$ cat src/rtl/core/uvsg_pkg.sv
// Shared types, constants and helper functions of the UV-sphere vertex generator.
package uvsg_pkg;

	localparam int FRAC_BITS     = 14;
	localparam int MAX_DIVISIONS = 1024;
	localparam int CNT_W         = 11;
	localparam int STK_W         = 10;
	localparam int SLC_W         = 11;
	localparam int POS_W         = 16;
	localparam int TEX_W         = 15;

	// pipelined divider: 33 quotient bits, divisor up to 2*MAX_DIVISIONS
	localparam int Q_W     = 33;
	localparam int DVS_W   = 12;
	localparam int DVD_W   = Q_W + DVS_W;
	localparam int NUM_DIV = 4;
	localparam int DIV_AZ  = 0;
	localparam int DIV_POL = 1;
	localparam int DIV_S   = 2;
	localparam int DIV_T   = 3;

	// rotation unit: angles are 32-bit fractions of a turn, datapath in Q30
	localparam int ANG_W        = 32;
	localparam int CW           = 33;
	localparam int SC_W         = 32;
	localparam int CORDIC_STEPS = 30;
	localparam int NUM_ANG      = 2;
	localparam int ANG_AZ       = 0;
	localparam int ANG_POL      = 1;
	localparam logic signed [CW-1:0] CORDIC_GAIN = 33'sd652032874;

	// rounding of the products and of the cosine down to FRAC_BITS
	localparam int PROD_W = 2 * SC_W;
	localparam int RSH_XY = 60 - FRAC_BITS;
	localparam int RSH_Z  = 30 - FRAC_BITS;
	localparam int RND_W  = PROD_W - RSH_XY;
	localparam int ZR_W   = SC_W + 1 - RSH_Z;
	localparam logic signed [PROD_W-1:0] RND_XY = PROD_W'(64'sd1 <<< (RSH_XY - 1));
	localparam logic signed [SC_W:0]     RND_Z  = (SC_W + 1)'(33'sd1 <<< (RSH_Z - 1));
	localparam logic signed [POS_W-1:0]  ONE    = POS_W'(1 << FRAC_BITS);

	typedef struct packed {
		logic last;
		logic err;
		logic wrap;
		logic inward;
	} tag_t;

	typedef struct packed {
		tag_t             tag;
		logic [TEX_W-1:0] s;
		logic [TEX_W-1:0] t;
	} vtag_t;

	// zero counts as one, anything above the limit as the limit
	function automatic logic [CNT_W-1:0] eff_count(input logic [CNT_W-1:0] c);
		logic [CNT_W-1:0] r;
		r = c;
		if (c == '0)
			r = CNT_W'(1);
		else if (c > CNT_W'(MAX_DIVISIONS))
			r = CNT_W'(MAX_DIVISIONS);
		return r;
	endfunction

	function automatic logic signed [POS_W-1:0] clamp_unit(input logic signed [RND_W-1:0] v);
		logic signed [POS_W-1:0] r;
		r = v[POS_W-1:0];
		if (v > RND_W'(1 << FRAC_BITS))
			r = ONE;
		else if (v < -RND_W'(1 << FRAC_BITS))
			r = -ONE;
		return r;
	endfunction

	// atan(2^-k) in units of 2^-32 turn
	function automatic logic signed [CW-1:0] atan_turn(input int k);
		logic signed [CW-1:0] r;
		unique case (k)
			0:  r = 33'sh020000000;
			1:  r = 33'sh012E4051E;
			2:  r = 33'sh009FB385B;
			3:  r = 33'sh0051111D4;
			4:  r = 33'sh0028B0D43;
			5:  r = 33'sh00145D7E1;
			6:  r = 33'sh000A2F61E;
			7:  r = 33'sh000517C55;
			8:  r = 33'sh00028BE53;
			9:  r = 33'sh000145F2F;
			10: r = 33'sh0000A2F98;
			11: r = 33'sh0000517CC;
			12: r = 33'sh000028BE6;
			13: r = 33'sh0000145F3;
			14: r = 33'sh00000A2FA;
			15: r = 33'sh00000517D;
			16: r = 33'sh0000028BE;
			17: r = 33'sh00000145F;
			18: r = 33'sh000000A30;
			19: r = 33'sh000000518;
			20: r = 33'sh00000028C;
			21: r = 33'sh000000146;
			22: r = 33'sh0000000A3;
			23: r = 33'sh000000051;
			24: r = 33'sh000000029;
			25: r = 33'sh000000014;
			26: r = 33'sh00000000A;
			27: r = 33'sh000000005;
			28: r = 33'sh000000003;
			29: r = 33'sh000000001;
			default: r = '0;
		endcase
		return r;
	endfunction

endpackage

$ cat src/rtl/core/uvsg_issue.sv
// Input holding register that splits each grid point into two vertex jobs.
module uvsg_issue import uvsg_pkg::*; (
	input  logic             clk,
	input  logic             arst_n,
	input  logic             in_valid,
	output logic             in_stall,
	input  logic [STK_W-1:0] stack_index,
	input  logic [SLC_W-1:0] slice_index,
	input  logic [CNT_W-1:0] slice_count,
	input  logic [CNT_W-1:0] stack_count,
	input  logic             inside_view,
	input  logic             adv,
	output logic             job_v_s1,
	output tag_t             tag_s1,
	output logic [DVD_W-1:0] dvd_s1 [NUM_DIV],
	output logic [DVS_W-1:0] dvs_s1 [NUM_DIV]
);

	logic             hold_v_q;
	logic             phase_q;
	logic [STK_W-1:0] si_q;
	logic [SLC_W-1:0] sj_q;

	logic             issue_fire;
	logic             last_fire;
	logic             accept;
	logic [CNT_W-1:0] ns;
	logic [CNT_W-1:0] nt;
	logic [CNT_W-1:0] ring;
	logic [CNT_W-1:0] tnum;
	tag_t             tag_d;
	logic [DVD_W-1:0] dvd_d [NUM_DIV];
	logic [DVS_W-1:0] dvs_d [NUM_DIV];

	assign issue_fire = adv && hold_v_q;
	assign last_fire  = issue_fire && phase_q;
	assign in_stall   = hold_v_q && !last_fire;
	assign accept     = in_valid && !in_stall;

	always_comb begin
		ns   = eff_count(slice_count);
		nt   = eff_count(stack_count);
		ring = {1'b0, si_q} + {{(CNT_W-1){1'b0}}, phase_q};
		tnum = inside_view ? ring : nt - ring;

		tag_d.last   = phase_q;
		tag_d.err    = ({1'b0, si_q} >= nt) || (sj_q > ns);
		tag_d.wrap   = (sj_q == ns);
		tag_d.inward = inside_view;

		dvd_d[DIV_AZ]  = {{(DVD_W-SLC_W-ANG_W){1'b0}}, sj_q, {ANG_W{1'b0}}}
			+ {{(DVD_W-CNT_W+1){1'b0}}, ns[CNT_W-1:1]};
		dvd_d[DIV_POL] = {{(DVD_W-CNT_W-ANG_W){1'b0}}, ring, {ANG_W{1'b0}}}
			+ {{(DVD_W-CNT_W){1'b0}}, nt};
		dvd_d[DIV_S]   = {{(DVD_W-SLC_W-FRAC_BITS){1'b0}}, sj_q, {FRAC_BITS{1'b0}}}
			+ {{(DVD_W-CNT_W+1){1'b0}}, ns[CNT_W-1:1]};
		dvd_d[DIV_T]   = {{(DVD_W-CNT_W-FRAC_BITS){1'b0}}, tnum, {FRAC_BITS{1'b0}}}
			+ {{(DVD_W-CNT_W+1){1'b0}}, nt[CNT_W-1:1]};

		dvs_d[DIV_AZ]  = {1'b0, ns};
		dvs_d[DIV_POL] = {nt, 1'b0};
		dvs_d[DIV_S]   = {1'b0, ns};
		dvs_d[DIV_T]   = {1'b0, nt};
	end

	always_ff @(posedge clk or negedge arst_n) begin
		if (!arst_n) begin
			hold_v_q <= 1'b0;
			phase_q  <= 1'b0;
		end else if (accept) begin
			hold_v_q <= 1'b1;
			phase_q  <= 1'b0;
		end else if (last_fire) begin
			hold_v_q <= 1'b0;
		end else if (issue_fire) begin
			phase_q <= 1'b1;
		end
	end

	always_ff @(posedge clk) begin
		if (accept) begin
			si_q <= stack_index;
			sj_q <= slice_index;
		end
	end

	always_ff @(posedge clk or negedge arst_n) begin
		if (!arst_n)
			job_v_s1 <= 1'b0;
		else if (adv)
			job_v_s1 <= hold_v_q;
	end

	always_ff @(posedge clk) begin
		if (adv) begin
			tag_s1 <= tag_d;
			dvd_s1 <= dvd_d;
			dvs_s1 <= dvs_d;
		end
	end

endmodule

$ cat config.mk
export PLATFORM = sky130hd
export DESIGN_NAME = uvsg_issue
export DESIGN_NICKNAME = d
export VERILOG_FILES = /design/src/rtl/core/uvsg_pkg.sv /design/src/rtl/core/uvsg_issue.sv
export SDC_FILE = /design/constraint.sdc
export NUM_CORES = 1
export LEC_CHECK = 0
export BUFFER_PORTS_ARGS = -buffer_cell sky130_fd_sc_hd__buf_4
export CORE_ASPECT_RATIO = 0.5
export CORE_MARGIN = 5
export CORE_UTILIZATION = 46
export DETAILED_ROUTE_END_ITERATION = 7
export GPL_ROUTABILITY_DRIVEN = 0
export PLACE_DENSITY = 0.82
export RECOVER_POWER = 25
export SETUP_SLACK_MARGIN = 0.4
export SLEW_MARGIN = 20
export SYNTH_ARGS = -nofsm -noshare
export SYNTH_HDL_FRONTEND = slang
export SYNTH_SLANG_ARGS = --single-unit
$ cat constraint.sdc
create_clock -name clk -period 4 [get_ports clk]
set_clock_uncertainty 0.1 [all_clocks]
set_input_delay 0.6 -clock clk [delete_from_list [all_inputs] [get_ports clk]]
set_output_delay 0.6 -clock clk [all_outputs]
set_load 0.02 [all_outputs]
==> metrics.txt, run 1 <==
status finished, violations left; violated checks capacitance limit, slew limit; DP Area 0.00593 mm^2; WP buf/inv 2; Worst-Margin Slew 1560 ps; Seq/Total Area, Yosys 46.5%; critical path's slowest cell dfrtp_1; Synth Area per Inst 10.8 um^2; Worst Path Max Fanout 6; endpoint type of the worst setup path flip-flop; P_int 0.00201 W; grt ovf 0; Clock Path Buffers 2; port bufs 182; vias per inst 4.52; Synth warnings 0; Final Hold Vio Count 0; post-synthesis cell type count 45; GRT Total Usage 16.1%; fillers 965; CTS tree built; P&R area growth vs syn 17.1%; Reg clk slew, reported paths 60 ps; nets@finish 690; Setup Viol. Count Final 0; placed insts 741; switching share of total power 32.5%; Worst EP required 4090 ps; Num CTS Buffers 9; # clock sinks 83; Worst VDD drop 0.377 mV; share of the synthesized area in the top cell type 45.1%; Std-Cell Rows 27; Initial DRC Count 167; CP Launch Type flip-flop; initial antenna violation count 0; normalized max-slew margin -3.85%; Max Clk Rate 0.310 GHz; Final Total Pwr 0.00297 W; NetSw 0.000965 W; Final Cycle Share 80.6%; Routed Wire Length 11,800 um; Vias 3,423; Detailed Place HPWL 9530 um; top cell family by delay on the critical path simple AND/OR/NAND/NOR gates; first-pass GRT wire length 17,500 um; I/O pins 282; most frequent CP cell ha_1; CP peak stage delay 420 ps; sum of negative setup slack 0 ps; Worst-Skew Late Latency 330 ps; PwrDens 476 mW/mm^2; FFs w/ async S/R, synth 3.61%; Max H-tree Level 3; Post-synth EDFFs 80; fin crit period 3220 ps; sequential share of power 39.5%; cells along the critical path ha_1, ha_1, inv_1, or3_1, xnor2_2, inv_1, ha_1, nand2_1, o21ai_0, a21oi_1, or3b_1, nand3_1; Post-Synthesis Cell Area 0.00532 mm^2; core area 0.0111 mm^2; #FFs+latches synth 83; non-filler cells, final 758; fin area 0.00624 mm^2; post-synthesis instance total 493; Worst EP arrival 3310 ps; post-route ant nets 0; Gate power share 31.4%; vias in the first global route 3,368; Die ar. 0.0140 mm^2; Remaining DRCs 0; fin. max-slew vios 62; ANT cells 0; Synth area leaders edfxtp_1 45%, buf_4 24%, ha_1 7.8%, inv_1 2.7%, nand2_1 2.0%; Leak 2.98 nW; largest net degree at the start of global routing 62; Hold WC Path Type reg2reg; RSZ-0062 raised after global routing no; Initial Util 47.8%; Synth area leader edfxtp_1; Setup CP Type reg2reg; Die Height 86.1 um; post-cts sizing count 0; maxcap violations 1; Post-synth top flop edfxtp_1; share of cells above drive strength 1 32.6%; drt pass-1 iters 4; power share of the clock group 29.1%; width of the die 162 um; WL per Instance 15.6 um; Hold WS 357 ps; CTS root buf clkbuf_16
-- power groups by stage --
stage	Sequential, W	Clock [W]	Combinational [W]
2_1_floorplan	0.00127	0	0.000624
3_3_place_gp	0.00119	0	0.000899
3_5_place_dp	0.00119	0	0.000924
4_1_cts	0.00118	0.000883	0.000936
5_1_grt	0.00119	0.000920	0.00101
6_report	0.00117	0.000864	0.000932
-- layout make-up --
cell class | instances | area, um^2 | share of cell area (%)
clock buffers | 12 | 236 | 3.79
clock inverters | 4 | 75.1 | 1.20
inverters | 40 | 150 | 2.41
multi-input cells | 290 | 1750 | 28.1
flip-flops and latches | 83 | 2480 | 39.7
well taps | 145 | 181 | 2.91
repair buffers | 184 | 1360 | 21.8
-- what timing repair did --
item,CTS,global route
setup buffers,0,0
hold buffers,1,0
endpoints found under the hold margin,3,0
endpoints found under the setup margin,0,0
-- logic make-up after synthesis --
group	count (synthesis)	synth area share, %
buffers and inverters	218	27.6
and+or+nand+nor	86	8.18
DFF	83	46.5
AOI/OAI and AO/OA	53	6.25
adders and majority gates	34	8.13
xor gates and xnor gates	14	2.44
muxes	4	0.799
other	1	0.0704
-- synth_stat cells, drive strengths merged (2+ instances only) --
cell,count
xor2,6
nand2b,10
buf,174
clkbuf,4
ha,33
nor2b,5
mux2,2
mux2i,2
nor4,3
a211o,2
o21a,4
edfxtp,80
nand4,5
a21o,5
o21ai,11
xnor2,8
nand2,28
nor2,11
dfrtp,3
nand3,11
inv,39
or2,2
a211oi,2
a21oi,20
nor3,5
o31ai,3
-- worst paths after layout --
path	from	end	slack, ps	depth (start not counted)
worst max-delay path	phase_q$_DFFE_PN0P_	dvd_s1[24]$_DFFE_PP_	780	12
worst min-delay path	sj_q[4]$_DFFE_PP_	dvd_s1[171]$_DFFE_PP_	360	0
worst max register to register	phase_q$_DFFE_PN0P_	dvd_s1[24]$_DFFE_PP_	780	12
worst min register to register	sj_q[4]$_DFFE_PP_	dvd_s1[171]$_DFFE_PP_	360	0
max in group asynchronous	arst_n	job_v_s1$_DFFE_PN0P_	3130	2
min in group asynchronous	arst_n	phase_q$_DFFE_PN0P_	510	2
-- state kept, by name, summed over array words and instances, names as in the netlist --
register	count
tag_s1	4
job_v_s1	1
dvs_s1	20
si_q	10
hold_v_q	1
dvd_s1	35
sj_q	11
phase_q	1
-- routing by layer --
| layer | vias to the layer above | share of wire (%) | GRT usage [%] | wire length [um] |
|---|---|---|---|---|
| met5 | - | 0 | 0 | 0 |
| met4 | 0 | 1.7 | 5.30 | 199 |
| met3 | 15 | 6.7 | 3.98 | 792 |
| met2 | 151 | 54 | 30.4 | 6430 |
| met1 | 1616 | 37 | 18.0 | 4390 |
| li1 | 1641 | - | - | - |
-- through the flow --
step / worst slack (ps) / util [%]
CTS: 808 / 56.1
detailed placement: 556 / 53.2
global route: 570 / 55.9
floorplan: 1160 / -
finish: 778 / 55.9
global placement: 790 / 53.2
-- placed cells by master (no fill, tap or decap), types with 2 or more instances in the layout --
cell        Yosys  layout
mux2_2          2       2
nor3_1          5       5
a21o_1          5       5
nor2_1         11      11
a211o_1         2       2
xnor2_1         7       7
a21oi_1        19      19
nand3_1        11      11
inv_1          39      39
nand2b_1       10      10
clkbuf_16       0       9
clkbuf_4        0      22
buf_4         173     155
ha_1           33      33
mux2i_1         2       2
o21ai_0        11      11
o31ai_1         3       3
clkinvlp_4      0       2
nand2_1        28      28
bufinv_16       0       2
or2_2           2       2
a211oi_1        2       2
clkbuf_1        4       8
conb_1          1      99
xor2_1          6       6
edfxtp_1       80      80
nand4_1         4       4
nor4_1          3       3
dfrtp_1         3       3
nor2b_1         5       4
o21a_1          4       4
Note: power is estimated with default switching activity, not from simulation.
==> run 2: changes to the inputs <==
--- a/config.mk
+++ b/config.mk
@@ -8,10 +8,10 @@
 export BUFFER_PORTS_ARGS = -buffer_cell sky130_fd_sc_hd__buf_4
 export CORE_ASPECT_RATIO = 0.5
 export CORE_MARGIN = 5
-export CORE_UTILIZATION = 46
+export CORE_UTILIZATION = 42
 export DETAILED_ROUTE_END_ITERATION = 7
 export GPL_ROUTABILITY_DRIVEN = 0
-export PLACE_DENSITY = 0.82
+export PLACE_DENSITY = 0.78
 export RECOVER_POWER = 25
 export SETUP_SLACK_MARGIN = 0.4
 export SLEW_MARGIN = 20
==> constraint.sdc (replaced) <==
create_clock -name clk -period 2.61 [get_ports clk]
set_clock_uncertainty 0.1 [all_clocks]
set_input_delay 0.3915 -clock clk [delete_from_list [all_inputs] [get_ports clk]]
set_output_delay 0.3915 -clock clk [all_outputs]
set_load 0.02 [all_outputs]
==> metrics.txt, run 2 (synthesis gave the netlist of run 1 again) <==
status finished, violations left (unchanged); violated checks setup timing (was capacitance limit, slew limit); Multi-input gate area 0.00223 mm^2 (was 0.00175 mm^2); cells along the critical path ha_4, ha_4, nand3_2, xnor2_2, inv_1, ha_4, a21o_1, a221o_2, a211o_1, nand4_1, nand3_1 (was ha_1, ha_1, inv_1, or3_1, xnor2_2, inv_1, ha_1, nand2_1, o21ai_0, a21oi_1, or3b_1, nand3_1); Std-Cell Rows 29 (was 27); most frequent cells in the layout 218 x buf_4, 99 x conb_1, 80 x edfxtp_1 (was 155 x buf_4, 99 x conb_1, 80 x edfxtp_1); grt ovf 0 (unchanged); Initial DRC Count 205 (was 167); fin area 0.00730 mm^2 (was 0.00624 mm^2); Worst Path Max Fanout 4 (was 6); Initial Util 42.4% (was 47.8%); Worst-Skew Late Latency 340 ps (was 330 ps); Die Height 89.6 um (was 86.1 um); ANT cells 0 (unchanged); critical path's slowest cell edfxtp_1 (was dfrtp_1); share of cells above drive strength 1 49.4% (was 32.6%); Setup CP Type reg2reg (unchanged); I/O pins 282 (unchanged); fin crit period 2720 ps (was 3220 ps); post-route ant nets 0 (unchanged); P&R area growth vs syn 37.0% (was 17.1%); highest routed metal layer met4 (unchanged); fin. max-slew vios 0 (was 62); GRT Total Usage 16.3% (was 16.1%); largest net degree at the start of global routing 62 (unchanged); CTS tree built (unchanged); pre-CTS setup slack -331 ps (was 556 ps); most frequent CP cell ha_4 (was ha_1); core area 0.0126 mm^2 (was 0.0111 mm^2); met1 WL 4890 um (was 4390 um); Worst EP arrival 2710 ps (was 3310 ps); nets@finish 753 (was 690); Worst EP required 2600 ps (was 4090 ps); normalized max-slew margin 45.4% (was -3.85%); CP Launch Type flip-flop (unchanged); Setup Viol. Count Final 4 (was 0); RSZ-0062 raised after global routing yes (was no); Final Cycle Share 104% (was 80.6%); Hold WC Path Type in2reg (was reg2reg); max reg flops 35 (unchanged); Max Clk Rate 0.368 GHz (was 0.310 GHz); Top Registers dvd_s1: 35 flops, dvs_s1: 20 flops, sj_q: 11 flops (unchanged); Vias 3,776 (was 3,423); setup slack after layout -107 ps (was 778 ps); Leak 3.39 nW (was 2.98 nW); register area 0.00248 mm^2 (unchanged); Reg clk slew, reported paths 70 ps (was 60 ps); Biggest register dvd_s1 (unchanged); Worst VDD drop 0.548 mV (was 0.377 mV); first-pass GRT wire length 19,300 um (was 17,500 um); CTS root buf clkbuf_16 (unchanged); DP Area 0.00647 mm^2 (was 0.00593 mm^2); CP peak stage delay 420 ps (about the same); vias in the first global route 3,674 (was 3,368); Remaining DRCs 0 (unchanged); maxcap violations 0 (was 1); vias per inst 4.46 (was 4.52); met3 wire len 911 um (was 792 um); Util after Layout 58.1% (was 55.9%); WL per Instance 15.8 um (was 15.6 um); commonest non-fill, non-tap cell in the layout buf_4 (unchanged); drt pass-1 iters 4 (unchanged); port bufs 182 (unchanged); Max H-tree Level 3 (unchanged); met2 routed WL 7380 um (was 6430 um); Routed Wire Length 13,400 um (was 11,800 um); Detailed Place HPWL 10,200 um (was 9530 um); Clock Path Buffers 2 (unchanged); initial antenna violation count 0 (unchanged); width of the die 169 um (was 162 um); endpoint type of the worst setup path flip-flop (unchanged); # clock sinks 83 (unchanged); fillers 1,016 (was 965); PwrDens 720 mW/mm^2 (was 476 mW/mm^2); Final Total Pwr 0.00525 W (was 0.00297 W); Final Hold Vio Count 0 (unchanged); Num CTS Buffers 9 (unchanged); Die ar. 0.0152 mm^2 (was 0.0140 mm^2); Worst-Margin Slew 820 ps (was 1560 ps)
## run 2: cell types whose count changed in the layout (fill, tap and decap cells not counted), moves of 6 or more
cell,change
buf_4,+63
a21oi_1,-8
o21ai_0,-9
clkbuf_1,-6
ha_1,-13
ha_4,+11
nand2_1,-6
## run 2: layout make-up
class / instances / area share (%)
sequential: 83 / 34.0
multi-input combinational: 290 / 30.5
timing repair buffer: 247 / 25.7
clock buffer: 9 / 3.09
tap: 170 / 2.92
inverter: 40 / 2.06
clock inverter: 7 / 1.78
## run 2: per-stage QoR
step	setup TNS (ps)	hold WS [ps]	cells
global placement	-693	82.4	814
finish	-202	142	846
global route	-622	128	846
CTS	-167	113	842
floorplan	-6.97	-4.09	591
detailed placement	-1220	83.2	814
## run 2: worst max-delay path: cells and delay by family, from the launching register on
family / cells / cell delay [ps]
simple gates: 3 / 270
fa+ha+maj: 3 / 610
buf+inv: 1 / 100
compound gates: 3 / 850
xor+xnor: 1 / 130
flops: 1 / 420
## run 2: final timing paths
kind | from | end | slack, ps | cells after the start
max | si_q[0]$_DFFE_PP_ | dvd_s1[24]$_DFFE_PP_ | -110 | 11
min | in_valid | phase_q$_DFFE_PN0P_ | 140 | 2
max reg2reg | si_q[0]$_DFFE_PP_ | dvd_s1[24]$_DFFE_PP_ | -110 | 11
min reg2reg | sj_q[1]$_DFFE_PP_ | dvd_s1[168]$_DFFE_PP_ | 370 | 0
max in group asynchronous | arst_n | phase_q$_DFFE_PN0P_ | 1970 | 2
min in group asynchronous | arst_n | hold_v_q$_DFFE_PN0P_ | 290 | 2
## run 2: routing by layer
layer  GRT usage [%]  up-vias
met5               0        -
met4            4.53        0
met3            3.80       22
met2            32.1      160
met1            18.0     1837
li1                -     1757
## run 2: where the power goes
| group | internal (W) | leakage [nW] | switching, W |
|---|---|---|---|
| clock | 0.000956 | 0.174 | 0.000566 |
| combinational | 0.000871 | 2.42 | 0.00106 |
| sequential | 0.00169 | 0.803 | 0.000112 |
## run 2: timing repair
action / 4_1_cts / 5_1_grt
endpoints found under the hold margin: 3 / 0
gates resized for setup: 39 / 33
buffers inserted: 11 / 4
hold buffers: 1 / 0
pin swaps: 25 / 24
endpoints found under the setup margin: 9 / 11
